## src/sv/tdmd_ram.sv

```systemverilog
// Generic single-write, single-read RAM with registered read data.
`default_nettype none
module tdmd_ram #(
  parameter int WIDTH = 8,
  parameter int DEPTH = 16,
  localparam int AddrW = (DEPTH > 1) ? $clog2(DEPTH) : 1
) (
  input  wire logic             clk,
  input  wire logic             we,
  input  wire logic [AddrW-1:0] waddr,
  input  wire logic [WIDTH-1:0] wdata,
  input  wire logic             re,
  input  wire logic [AddrW-1:0] raddr,
  output logic      [WIDTH-1:0] rdata
);

  logic [WIDTH-1:0] mem [DEPTH];

  always_ff @(posedge clk) begin
    if (we) begin
      mem[waddr] <= wdata;
    end
    if (re) begin
      rdata <= mem[raddr];
    end
  end

endmodule
`default_nettype wire

```

## config.mk

```make
export PLATFORM = sky130hd
export DESIGN_NAME = tdmd_ram
export DESIGN_NICKNAME = d
export VERILOG_FILES = /design/src/sv/tdmd_ram.sv
export SDC_FILE = /design/constraint.sdc
export NUM_CORES = 1
export LEC_CHECK = 0
export BUFFER_PORTS_ARGS = -buffer_cell sky130_fd_sc_hd__buf_4
export CAP_MARGIN = 25
export CORE_MARGIN = 2
export CORE_UTILIZATION = 35
export DETAILED_ROUTE_END_ITERATION = 12
export PLACE_DENSITY_LB_ADDON = 0.25
export SYNTH_ARGS = -nofsm -noshare
export SYNTH_HDL_FRONTEND = slang
export SYNTH_SLANG_ARGS = --single-unit
export TNS_END_PERCENT = 1
```

## constraint.sdc

```tcl
create_clock -name clk -period 1.8 [get_ports clk]
set_clock_uncertainty 0.2 [all_clocks]
set_input_delay 0.27 -clock clk [delete_from_list [all_inputs] [get_ports clk]]
set_output_delay 0.27 -clock clk [all_outputs]
set_load 0.03 [all_outputs]
```

==> run metrics <==
fraction of registers with async set/reset=0%; initial core utilization=35.8%; PortBufs=26; Max clock buf depth=2; HPWL after DPL=7.09 mm; CTS root buf=clkbuf_16; core area=14600 sq um; crit end category=register; global-route wire length before repair=16.2 mm; crit share post-route=98.5%; slew margin rel.=53.3%; Residual DRC=0; DR WL/cell=21.6 um; Seq pwr share=48.5%; Antenna Violating Nets Remaining=0; worst reg2reg endpoint=rdata[7]; switching share of total power=20.2%; Final Setup Violations=0; Final Hold Vio Count=0; Synth area leader=edfxtp_1; vias in the first global route=2579; Synth Register Bits=136; Max VDD drop=0.000681 V; nets@finish=315; pwr/cell area=1140 nW/um^2; Synth Instances=229; Worst setup SP type=register; Global Route Usage Sum=14.7%; largest net degree at the start of global routing=17; R2R depth=3; Cell Rows=44; Die Height=126 um; io pins=27; full die area=15900 sq um; initial drt markers=135; Worst Tran Pin Value=0.699 ns; Final Non-Filler Cells=493; CP startpoint=mem[9][7]; count leader, synth=edfxtp_1; Psw=0.00149 W; synthesized area=5230 sq um; RSZ-0062 raised after global routing=no; Die Wd=126 um; Clk pin slew, worst setup/hold paths=0.06 ns; postcts setup bufs=0; most frequent cells after synthesis=edfxtp_1, mux4_2, a22oi_1; initial antenna violation count=0; H-Tree Depth=4; crit path max fanout=1; Gate power share=5.7%; GPL Wtd Cong=0.716; Design Area, Final=6470 sq um; area of the multi-input gates=1070 sq um; EDFF count, synth=136; worst path arrival time=1.72 ns; clock net sink count=136; syn avg cell area=22.8 sq um; sequential cell area=4080 sq um; final slew viol count=0; CP Data Required Time=1.75 ns; Top FF cell, synth=edfxtp_1; worst min-delay path category=input port to register; Ant. Diodes=0; fill count=1240; Clock Power Share=45.8%; Setup TNS=0 ns; cts bufs inserted=17; fmax=564 MHz; share of the synthesized area in the top cell type=78.1%; Syn Nets=248; Ys Warns=0; Setup crit end=rdata[7]; Seq/Total Area, Yosys=78.1%; Max-cap violations=0; clk_lat worst skew=0.41 ns; critical path type=register to register; final critical-path required period=1.77 ns; Area Growth Syn to Fin=23.7%; first drt pass iteration count=4; Vias=2469; Synth cell types=18; TritonCTS clock tree=yes; Int Pwr=0.00591 W; grt total ovfl=0; Synth area leaders=edfxtp_1, mux4_2, mux4_1; Worst R2R Setup Slack=0.03 ns; via density per instance=5.01; Critical R2R Launch=mem[9][7]; placed cell count=455; outcome=complete, no violations; placed inst area=5820 sq um; fraction of layout cells with a size suffix above 1=33.3%; LEAKAGE=2.20 nW; total wire length=10.7 mm
==> final cells by class <==
type	count	area share (%)
clock buffer	17	6.58
tap	184	3.56
multi-input combinational	83	16.5
timing repair buffer	58	7.74
sequential	136	63.1
clock inverter	15	2.48
==> what timing repair did <==
action,4_1_cts,5_1_grt
gates resized for setup,1,0
endpoints found under the hold margin,85,0
hold buffers,6,0
endpoints found under the setup margin,1,0
==> cells in the final DEF, fill, tap and decap left out, drive strengths merged <==
cell type      n
bufinv         3
clkbuf        17
clkinv        10
and2           1
nor2b          1
and2b          1
or3b           1
nand2b         2
nor3           4
dlygate4sd3    6
buf           52
clkinvlp       2
nand3b         2
a22oi         16
edfxtp       136
mux4          32
nand3          1
nand2          9
nor2          13
==> state kept, by name (all words and copies together) (netlist names) <==
| register | flops |
|---|---|
| mem | 128 |
| rdata | 8 |
==> kinds of logic after synthesis <==
kind of cell	count (synthesis)	share of synthesized area [%]
flip-flops	136	78.1
AND/OR/NAND/NOR	35	3.14
buffers and inverters	10	1.65
AO/OA/AOI/OAI	16	2.30
multiplexers	32	14.8
==> routing by layer <==
| metal | share of wire (%) | routed length, um | vias up | track usage, % |
|---|---|---|---|---|
| li1 | - | - | 1118 | - |
| met1 | 47 | 5040 | 1278 | 19.9 |
| met2 | 48 | 5070 | 60 | 22.5 |
| met3 | 3.7 | 400 | 13 | 3.87 |
| met4 | 1.4 | 150 | 0 | 6.21 |
| met5 | 0 | 0 | - | 0 |
==> worst max-delay path, stage by stage, from the launching register on <==
cell      delay (ns)
edfxtp_1        0.37
mux4_2          0.48
a22oi_1         0.35
nand2_1         0.10
==> worst min path at each step <==
stage | startpoint | to | slack, ns | depth (start not counted)
after global routing | wdata[4] | mem[0][4] | 0.006 | 1
after floorplan | wdata[0] | mem[0][0] | 0.17 | 0
after CTS | wdata[4] | mem[2][4] | 0.0008 | 1
final | wdata[4] | mem[1][4] | 0.003 | 1
after global placement | re | rdata[1] | 0.39 | 1
after detailed placement | re | rdata[2] | 0.38 | 1
==> metrics by stage <==
| step | hold WS, ns | total power, W | setup WS, ns | util (%) |
|---|---|---|---|---|
| 2_1_floorplan | 0.169 | 0.00386 | 0.0476 | - |
| 3_3_place_gp | 0.386 | 0.00407 | -0.257 | 39.9 |
| 3_5_place_dp | 0.380 | 0.00407 | -0.281 | 39.9 |
| 4_1_cts | 0.000806 | 0.00746 | 0.0335 | 44.3 |
| 5_1_grt | 0.00642 | 0.00763 | 0.0151 | 44.3 |
| 6_report | 0.00264 | 0.00740 | 0.0265 | 44.3 |
==> power by group through the flow <==
stage / clock [W] / combinational (W) / sequential, W
2_1_floorplan: 0 / 0.000180 / 0.00368
5_1_grt: 0.00359 / 0.000455 / 0.00359
3_5_place_dp: 0 / 0.000419 / 0.00365
6_report: 0.00339 / 0.000422 / 0.00359
4_1_cts: 0.00344 / 0.000430 / 0.00359
3_3_place_gp: 0 / 0.000415 / 0.00365
Note: power is estimated with default switching activity, not from simulation.
