===== src/sv/tdmd_pkg.sv =====
// Shared widths, reset values and register indexes of the motion detector.
`default_nettype none
package tdmd_pkg;

  localparam int PIX_W              = 8;
  localparam int MARGIN_W           = 8;
  localparam int FRAME_W            = 17;
  localparam int CFG_W              = 17;
  localparam int CFG_IDX_W          = 1;
  localparam int TDATA_W            = 8;
  localparam int HISTORY_FRAMES_DEF = 16;
  localparam int MAX_PIXELS_DEF     = 65536;

  localparam logic [MARGIN_W-1:0] MARGIN_RESET = 8'd30;
  localparam logic [FRAME_W-1:0]  FRAME_RESET  = 17'd65536;

  typedef enum logic [CFG_IDX_W-1:0] {
    REG_MARGIN       = 1'b0,
    REG_FRAME_PIXELS = 1'b1
  } cfg_reg_t;

endpackage
`default_nettype wire


===== src/sv/tdmd_mean.sv =====
// Truncated mean of a fixed count of 8-bit samples, division by reciprocal.
`default_nettype none
module tdmd_mean
  import tdmd_pkg::*;
#(
  parameter int COUNT = HISTORY_FRAMES_DEF
) (
  input  wire logic [COUNT-1:0][PIX_W-1:0] values,
  output logic      [PIX_W-1:0]            mean
);

  localparam int LogC   = $clog2(COUNT);
  localparam int SumW   = PIX_W + LogC;
  localparam int Shift  = SumW + LogC;
  localparam int RecipW = Shift + 1;
  localparam int ProdW  = SumW + RecipW;
  localparam int Recip  = ((1 << Shift) + COUNT - 1) / COUNT;

  logic [SumW-1:0]  sum;
  logic [ProdW-1:0] prod;

  always_comb begin
    sum = '0;
    for (int i = 0; i < COUNT; i++) begin
      sum = sum + SumW'(values[i]);
    end
  end

  assign prod = ProdW'(sum) * ProdW'(Recip);
  assign mean = prod[Shift +: PIX_W];

endmodule
`default_nettype wire

===== config.mk =====
export PLATFORM = sky130hd
export DESIGN_NAME = tdmd_mean
export DESIGN_NICKNAME = d
export VERILOG_FILES = /design/src/sv/tdmd_pkg.sv /design/src/sv/tdmd_mean.sv
export SDC_FILE = /design/constraint.sdc
export NUM_CORES = 1
export LEC_CHECK = 0
export BUFFER_PORTS_ARGS = -buffer_cell sky130_fd_sc_hd__buf_2
export CELL_PAD_IN_SITES_DETAIL_PLACEMENT = 2
export CELL_PAD_IN_SITES_GLOBAL_PLACEMENT = 2
export CORE_MARGIN = 3
export CORE_UTILIZATION = 30
export DETAILED_ROUTE_END_ITERATION = 10
export PLACE_DENSITY = 0.94
export SLEW_MARGIN = 20
export SYNTH_ARGS = -nofsm -noshare
export SYNTH_HDL_FRONTEND = slang
export SYNTH_SLANG_ARGS = --single-unit

===== constraint.sdc =====
create_clock -name vclk -period 10.02
set_input_delay 2.505 -clock vclk [all_inputs]
set_output_delay 2.505 -clock vclk [all_outputs]
set_load 0.02 [all_outputs]

==> impl_metrics.csv, run 1 <==
group,metric,value,unit
critical_path,cp-end-kind,"output port",
floorplan,fp.dieH,112.6,um
synth,ys_top_cells_by_area,"fa_1 63%, inv_1 21%, ha_1 6.6%",
grt,grt_overflow,0,
final_layout,post-route-util,39.11,%
timing,min_period,9800,ps
floorplan,io_pins,136,
placement,place_congestion,0.7891,
critical_path,crit_path_frequent_cell,"fa_1",
detailed_routing,drc,0,
synth,syn_nets,608,
final_layout,clkbuf_count,0,
final_layout,fin_nets,749,
timing,finalSetupViolCount,0,
hold_path,hold_class,"input pin to output port",
final_layout,fillCellCount,1252,
synth,synthesis.area,3408,um^2
synth,ys_seq_area_share,0,%
detailed_routing,drtIter0Drc,48,
timing,maxSlewViolCount,0,
placement,dpl_cell_area,4253,um^2
timing,worst_pin_slew,381.2,ps
synth,synth_cell_types,32,
placement,dp_hpwl,9.917,mm
final_layout,final_common_cell,"inv_1",
final_layout,multi_input_area,2706,um^2
final_layout,antenna_cells,0,
grt,track_usage,15.92,%
critical_path,worstSetupPathType,"input pin to output port",
detailed_routing,ant_nets,0,
critical_path,crit_chain,"buf_2 -> fa_1 -> inv_1 -> fa_1 -> inv_1 -> fa_1 -> fa_1 -> fa_1 -> inv_1 -> fa_1 -> inv_1 -> ha_1 -> nand4bb_1 -> o211ai_4 -> buf_4 -> buf_4 -> a211o_1 -> nand3_1 -> buf_2",
critical_path,crit_path_start_kind,"input pin",
synth,synth_cells,355,
floorplan,initial_core_util,31.03,%
final_layout,regArea,0,um^2
detailed_routing,vias,2730,
synth,syn_area_per_cell,9.601,um^2
timing,min_period_over_period,97.80,%
timing,slew_headroom,74.37,%
final_layout,area_growth,26.03,%
floorplan,dieArea,12680,um^2
run_status,status,"finished clean",
job,cap_viol_max_count,0,
detailed_routing,drt_first_pass_iters,3,
detailed_routing,routed_wl,9.990,mm
floorplan,rows,38,
timing,rsz0062_at_grt,"no",
grt,antenna_found_initial,0,
critical_path,cp_slowest_stage_delay,560,ps
grt,grt_first_pass_wirelength,16.13,mm
final_layout,layout-drive-gt1-share,30.16,%
grt,grt_pass1_vias,3500,
timing,hold_viol_final,0,
timing,fin_tns_setup,0,ps
floorplan,core-area,10980,um^2
synth,yosys_warnings,0,
placement,io_buffers,136,
timing,fmax,102.0,MHz
final_layout,final_area,4295,um^2
critical_path,required,7520,ps
floorplan,die_w,112.6,um
synth,yosys.area.top_type,"fa_1",
synth,synth_top_area_share,62.85,%
critical_path,critPathTopFamily,"adder cells",
final_layout,n_sequential_cell,0,
detailed_routing,wl_per_cell,15.76,um
critical_path,cp_max_fo,4,
final_layout,mostFrequentLayoutCells,"188 x inv_1, 137 x buf_2, 107 x fa_1",
grt,grt_max_degree,10,
critical_path,cp.buffers_inverters,8,
critical_path,crit_arrival,7290,ps
critical_path,cp_slowest_cell,"fa_1",
detailed_routing,routed_via_density,4.306,
## worst paths after layout
check,from,end,slack [ps],depth (start not counted)
max,values[53],mean[7],220,19
min,values[120],mean[0],5690,5
## logic make-up (layout without fill, tap and decap cells)
family,after synthesis,count (layout),synth area share [%]
simple gates,18,18,2.974
buf+inv,189,328,21.04
compound gates,18,18,5.250
xor+xnor,5,5,1.285
fa+ha+maj,125,125,69.46
## layer usage
metal / track usage [%] / vias up / part of all wire (%)
met5: 0 / - / 0
met4: 2.644 / 0 / 2.1
met3: 1.186 / 12 / 4.8
met2: 35.11 / 107 / 62
met1: 15.72 / 1392 / 31
li1: - / 1219 / -
## metrics by stage
| stage | std cells | setup WS [ps] | hold slack (ps) |
|---|---|---|---|
| after floorplan | 355 | 587.7 | 5438 |
| after global placement | 630 | 262.8 | 5667 |
| after detailed placement | 630 | 119.5 | 5686 |
| after CTS | 630 | 125.8 | 5694 |
| after global routing | 634 | 15.77 | 5737 |
| final | 634 | 220.0 | 5689 |
## area by class of cell
cell class,count,area share [%]
Multi-Input combinational cell,166,63.01
Inverter,188,16.43
Timing Repair Buffer,140,16.49
Tap cell,140,4.078
## cells in the mapped netlist, types with 2 or more instances
| master | n |
|---|---|
| xnor2_1 | 4 |
| o21ai_0 | 2 |
| fa_1 | 107 |
| a21oi_1 | 2 |
| nor2b_1 | 2 |
| nand3_1 | 4 |
| inv_1 | 188 |
| nand2_1 | 2 |
| nor2_1 | 4 |
| ha_1 | 18 |
## what timing repair did
item / CTS / global route
gates resized for setup: 0 / 3
setup buffers: 0 / 4
setup endpoints to repair: 0 / 4
hold buffers: 0 / 0
Power of run 1 is left out: the tool's default activity adds up to more than one toggle a clock period on the data nets, which glitch-free logic cannot reach.
==> inputs of run 2 (changes only) <==
--- a/config.mk
+++ b/config.mk
@@ -8,10 +8,9 @@
 export BUFFER_PORTS_ARGS = -buffer_cell sky130_fd_sc_hd__buf_2
 export CELL_PAD_IN_SITES_DETAIL_PLACEMENT = 2
 export CELL_PAD_IN_SITES_GLOBAL_PLACEMENT = 2
-export CORE_MARGIN = 3
-export CORE_UTILIZATION = 30
+export CORE_UTILIZATION = 27
 export DETAILED_ROUTE_END_ITERATION = 10
-export PLACE_DENSITY = 0.94
+export PLACE_DENSITY = 0.9
 export SLEW_MARGIN = 20
 export SYNTH_ARGS = -nofsm -noshare
 export SYNTH_HDL_FRONTEND = slang
==> constraint.sdc (replaced) <==
create_clock -name vclk -period 9
set_input_delay 2.25 -clock vclk [all_inputs]
set_output_delay 2.25 -clock vclk [all_outputs]
set_load 0.02 [all_outputs]
==> impl_metrics.csv, run 2 (synthesis gave the netlist of run 1 again) <==
group,metric,value,unit
detailed_routing,ant_nets,0,
floorplan,dieArea,13080,um^2
final_layout,final_common_cell,"inv_1",
final_layout,fin_nets,762,
detailed_routing,routed_wl,10.08,mm
final_layout,antenna_cells,0,
final_layout,layout-drive-gt1-share,38.66,%
grt,grt_overflow,0,
timing,hold_viol_final,0,
timing,min_period_over_period,101.9,%
hold_path,hold_path_startpoint,"values[120]",
critical_path,cp-startpoint,"values[26]",
final_layout,regArea,0,um^2
timing,rsz0062_at_grt,"yes",
critical_path,crit_path_start_kind,"input pin",
placement,io_buffers,136,
critical_path,crit_arrival,6920,ps
detailed_routing,routed_via_density,4.089,
floorplan,core-area,12160,um^2
final_layout,post-route-util,38.32,%
timing,maxSlewViolCount,0,
clock_tree,cts_hold_buf,0,
floorplan,initial_core_util,28.02,%
floorplan,die_w,114.4,um
floorplan,io_pins,136,
placement,dp_hpwl,9.669,mm
grt,antenna_found_initial,1,
timing,min_period,9175,ps
critical_path,required,6750,ps
timing,slew_headroom,76.77,%
detailed_routing,drc,0,
final_layout,area_growth,36.75,%
critical_path,worstSetupPathType,"input pin to output port",
detailed_routing,vias,2760,
detailed_routing,drt_first_pass_iters,4,
critical_path,cp-end-kind,"output port",
floorplan,fp.dieH,114.4,um
timing,fmax,109.0,MHz
hold_path,hold_class,"input pin to output port",
timing,worst_pin_slew,347.7,ps
run_status,violations,"negative setup slack",
final_layout,clkbuf_count,0,
timing,finalSetupViolCount,6,
timing,worst_slack,-174.8,ps
final_layout,fillCellCount,1347,
final_layout,n_sequential_cell,0,
final_layout,multi_input_area,2851,um^2
floorplan,rows,40,
job,cap_viol_max_count,0,
grt,track_usage,15.85,%
detailed_routing,drtIter0Drc,30,
placement,place_congestion,0.7720,
final_layout,mostFrequentLayoutCells,"171 x inv_1, 123 x buf_2, 102 x fa_1",
critical_path,cp_max_fo,5,
grt,grt_pass1_vias,3445,
run_status,status,"finished with violations",
detailed_routing,wl_per_cell,14.93,um
grt,grt_first_pass_wirelength,15.91,mm
grt,grt_max_degree,6,
## run 2: cell types whose count changed in the layout (fill, tap and decap cells not counted), sizes merged
cell and delta:
buf +13
## run 2: worst max-delay path, stage by stage
cell and delay [ps]:
buf_2 90, inv_1 60, fa_1 540, inv_1 60, fa_1 490, fa_2 620, fa_1 490, fa_1 550
inv_1 60, fa_1 630, nand4bb_4 190, o211ai_4 110, buf_12 150, o311ai_4 290, xnor2_1 160, buf_4 160
## run 2: timing repair
item	4_1_cts	5_1_grt
pin swaps	11	28
endpoints found under the setup margin	8	8
setup buffers	3	2
resized for setup	26	36
## run 2: final timing paths
check | endpoint | slack (ps) | cells past startpoint
min | mean[0] | 5170 | 6
max | mean[6] | -170 | 16
## run 2: layout make-up
cell class / instances / area share (%)
multi-input combinational: 166 / 61.18
tap: 168 / 4.510
timing repair buffer: 153 / 19.11
inverter: 188 / 15.19
## run 2: per-stage QoR
| step | setup TNS, ps | setup slack, ps | hold slack [ps] | cell area (um^2) | std cells |
|---|---|---|---|---|---|
| 2_1_floorplan | 0 | 77.66 | 4928 | 3408 | 355 |
| 6_report | -789.8 | -174.8 | 5169 | 4661 | 675 |
| 4_1_cts | -1120 | -219.2 | 5090 | 4531 | 673 |
| 5_1_grt | -1997 | -321.4 | 5188 | 4661 | 675 |
| 3_3_place_gp | -998.5 | -200.9 | 5150 | 4378 | 670 |
| 3_5_place_dp | -1739 | -309.6 | 5170 | 4378 | 670 |
## run 2: metal layers
| layer | up-vias | routed length, um | GRT usage (%) | share of wire, % |
|---|---|---|---|---|
| li1 | 1246 | - | - | - |
| met1 | 1391 | 3199 | 15.17 | 32 |
| met2 | 109 | 6180 | 36.53 | 61 |
| met3 | 12 | 511 | 1.271 | 5.1 |
| met4 | 2 | 170 | 0.6061 | 1.7 |
| met5 | - | 13 | 0 | 0.13 |
Power of run 2 is left out for the same reason.
==> inputs of run 3 (changes only) <==
--- a/config.mk
+++ b/config.mk
@@ -10,6 +10,7 @@
 export CELL_PAD_IN_SITES_GLOBAL_PLACEMENT = 2
 export CORE_UTILIZATION = 27
 export DETAILED_ROUTE_END_ITERATION = 10
+export GPL_ROUTABILITY_DRIVEN = 0
 export PLACE_DENSITY = 0.9
 export SLEW_MARGIN = 20
 export SYNTH_ARGS = -nofsm -noshare
==> constraint.sdc (replaced) <==
create_clock -name vclk -period 9
set_input_delay 0.9 -clock vclk [all_inputs]
set_output_delay 0.9 -clock vclk [all_outputs]
set_load 0.02 [all_outputs]
==> impl_metrics.csv, run 3 (synthesis gave the netlist of run 1 again) <==
group,metric,value,unit
detailed_routing,routed_via_density,4.026,
timing,slew_headroom,70.04,%
critical_path,crit_chain,"buf_2 -> fa_1 -> inv_1 -> fa_1 -> inv_1 -> fa_1 -> fa_1 -> fa_1 -> inv_1 -> fa_1 -> inv_1 -> ha_1 -> nand3_1 -> o211ai_4 -> a2111oi_1 -> a311o_1 -> buf_2",
detailed_routing,routed_wl,9.364,mm
clock_tree,post_cts_buffers,0,
placement,io_buffers,136,
final_layout,antenna_cells,0,
final_layout,clkbuf_count,0,
critical_path,cp_max_fo,9,
hold_path,min_to,"mean[0]",
floorplan,initial_core_util,28.02,%
timing,fmax,148.6,MHz
timing,worst_pin_slew,448.3,ps
placement,dp_hpwl,9.430,mm
timing,rsz0062_at_grt,"no",
detailed_routing,ant_nets,0,
critical_path,cp_slowest_stage_delay,580,ps
final_layout,layout-drive-gt1-share,29.18,%
run_status,status,"finished clean",
final_layout,mostFrequentLayoutCells,"188 x inv_1, 136 x buf_2, 107 x fa_1",
timing,fin_tns_setup,0,ps
timing,maxSlewViolCount,0,
floorplan,dieArea,13080,um^2
timing,finalSetupViolCount,0,
detailed_routing,vias,2649,
hold_path,hold_path_startpoint,"values[120]",
grt,track_usage,14.94,%
floorplan,rows,40,
final_layout,fin_nets,745,
job,cap_viol_max_count,0,
grt,grt_overflow,0,
clock_tree,cts_resized,0,
floorplan,core-area,12160,um^2
floorplan,die_w,114.4,um
grt,grt_max_degree,10,
grt,antenna_found_initial,0,
grt,grt_pass1_vias,3318,
critical_path,required,8100,ps
detailed_routing,drt_first_pass_iters,4,
critical_path,worstSetupPathType,"input pin to output port",
clock_tree,cts_hold_buf,0,
timing,min_period_over_period,74.79,%
floorplan,fp.dieH,114.4,um
final_layout,area_growth,25.81,%
hold_path,hold_class,"input pin to output port",
final_layout,regArea,0,um^2
final_layout,final_common_cell,"inv_1",
grt,grt_first_pass_wirelength,15.15,mm
critical_path,crit_path_frequent_cell,"fa_1",
final_layout,n_sequential_cell,0,
timing,min_period,6731,ps
critical_path,crit_arrival,5830,ps
critical_path,cp_slowest_cell,"fa_1",
timing,hold_viol_final,0,
critical_path,crit_path_start_kind,"input pin",
critical_path,cp-end-kind,"output port",
detailed_routing,wl_per_cell,14.23,um
detailed_routing,drtIter0Drc,19,
hold_path,holdPathStages,5,
detailed_routing,drc,0,
floorplan,io_pins,136,
final_layout,fillCellCount,1393,
==> run 3: per-stage QoR <==
stage          hold slack (ps)  utilization [%]  setup WS [ps]  cells  cell area [um^2]
4_1_cts                   2475            35.26           2219    658              4288
6_report                  2461            35.26           2269    658              4288
2_1_floorplan             2228                -           2778    355              3408
3_3_place_gp              2457            35.26           2422    658              4288
5_1_grt                   2506            35.26           2081    658              4288
3_5_place_dp              2475            35.26           2233    658              4288
==> run 3: worst max-delay path: cells and delay by family <==
kind,cells,cell delay [ps]
AO/OA/AOI/OAI,3,870
adder cells (fa/ha/maj),7,3390
buffers and inverters,6,490
AND/OR/NAND/NOR,1,180
==> run 3: worst max-delay path by stage <==
stage | from | endpoint | slack [ps] | depth (start not counted)
floorplan | values[102] | mean[7] | 2780 | 16
global placement | values[53] | mean[4] | 2420 | 17
detailed placement | values[52] | mean[4] | 2230 | 17
CTS | values[52] | mean[4] | 2220 | 17
global route | values[52] | mean[4] | 2080 | 17
finish | values[52] | mean[4] | 2270 | 17
==> run 3: cell type report <==
| cell class | instances | area [um^2] | area share (%) |
|---|---|---|---|
| timing repair buffer | 136 | 680.7 | 15.87 |
| inverter | 188 | 705.7 | 16.46 |
| tap | 168 | 210.2 | 4.902 |
| multi-input combinational | 166 | 2691 | 62.77 |
==> run 3: per-layer routing <==
layer,global-route usage (%),vias to the layer above,part of all wire (%)
li1,-,1209,-
met1,14.70,1337,33
met2,34.26,101,62
met3,1.112,2,5.1
met4,0.08658,0,0.064
met5,0,-,0
Power of run 3 is left out for the same reason.
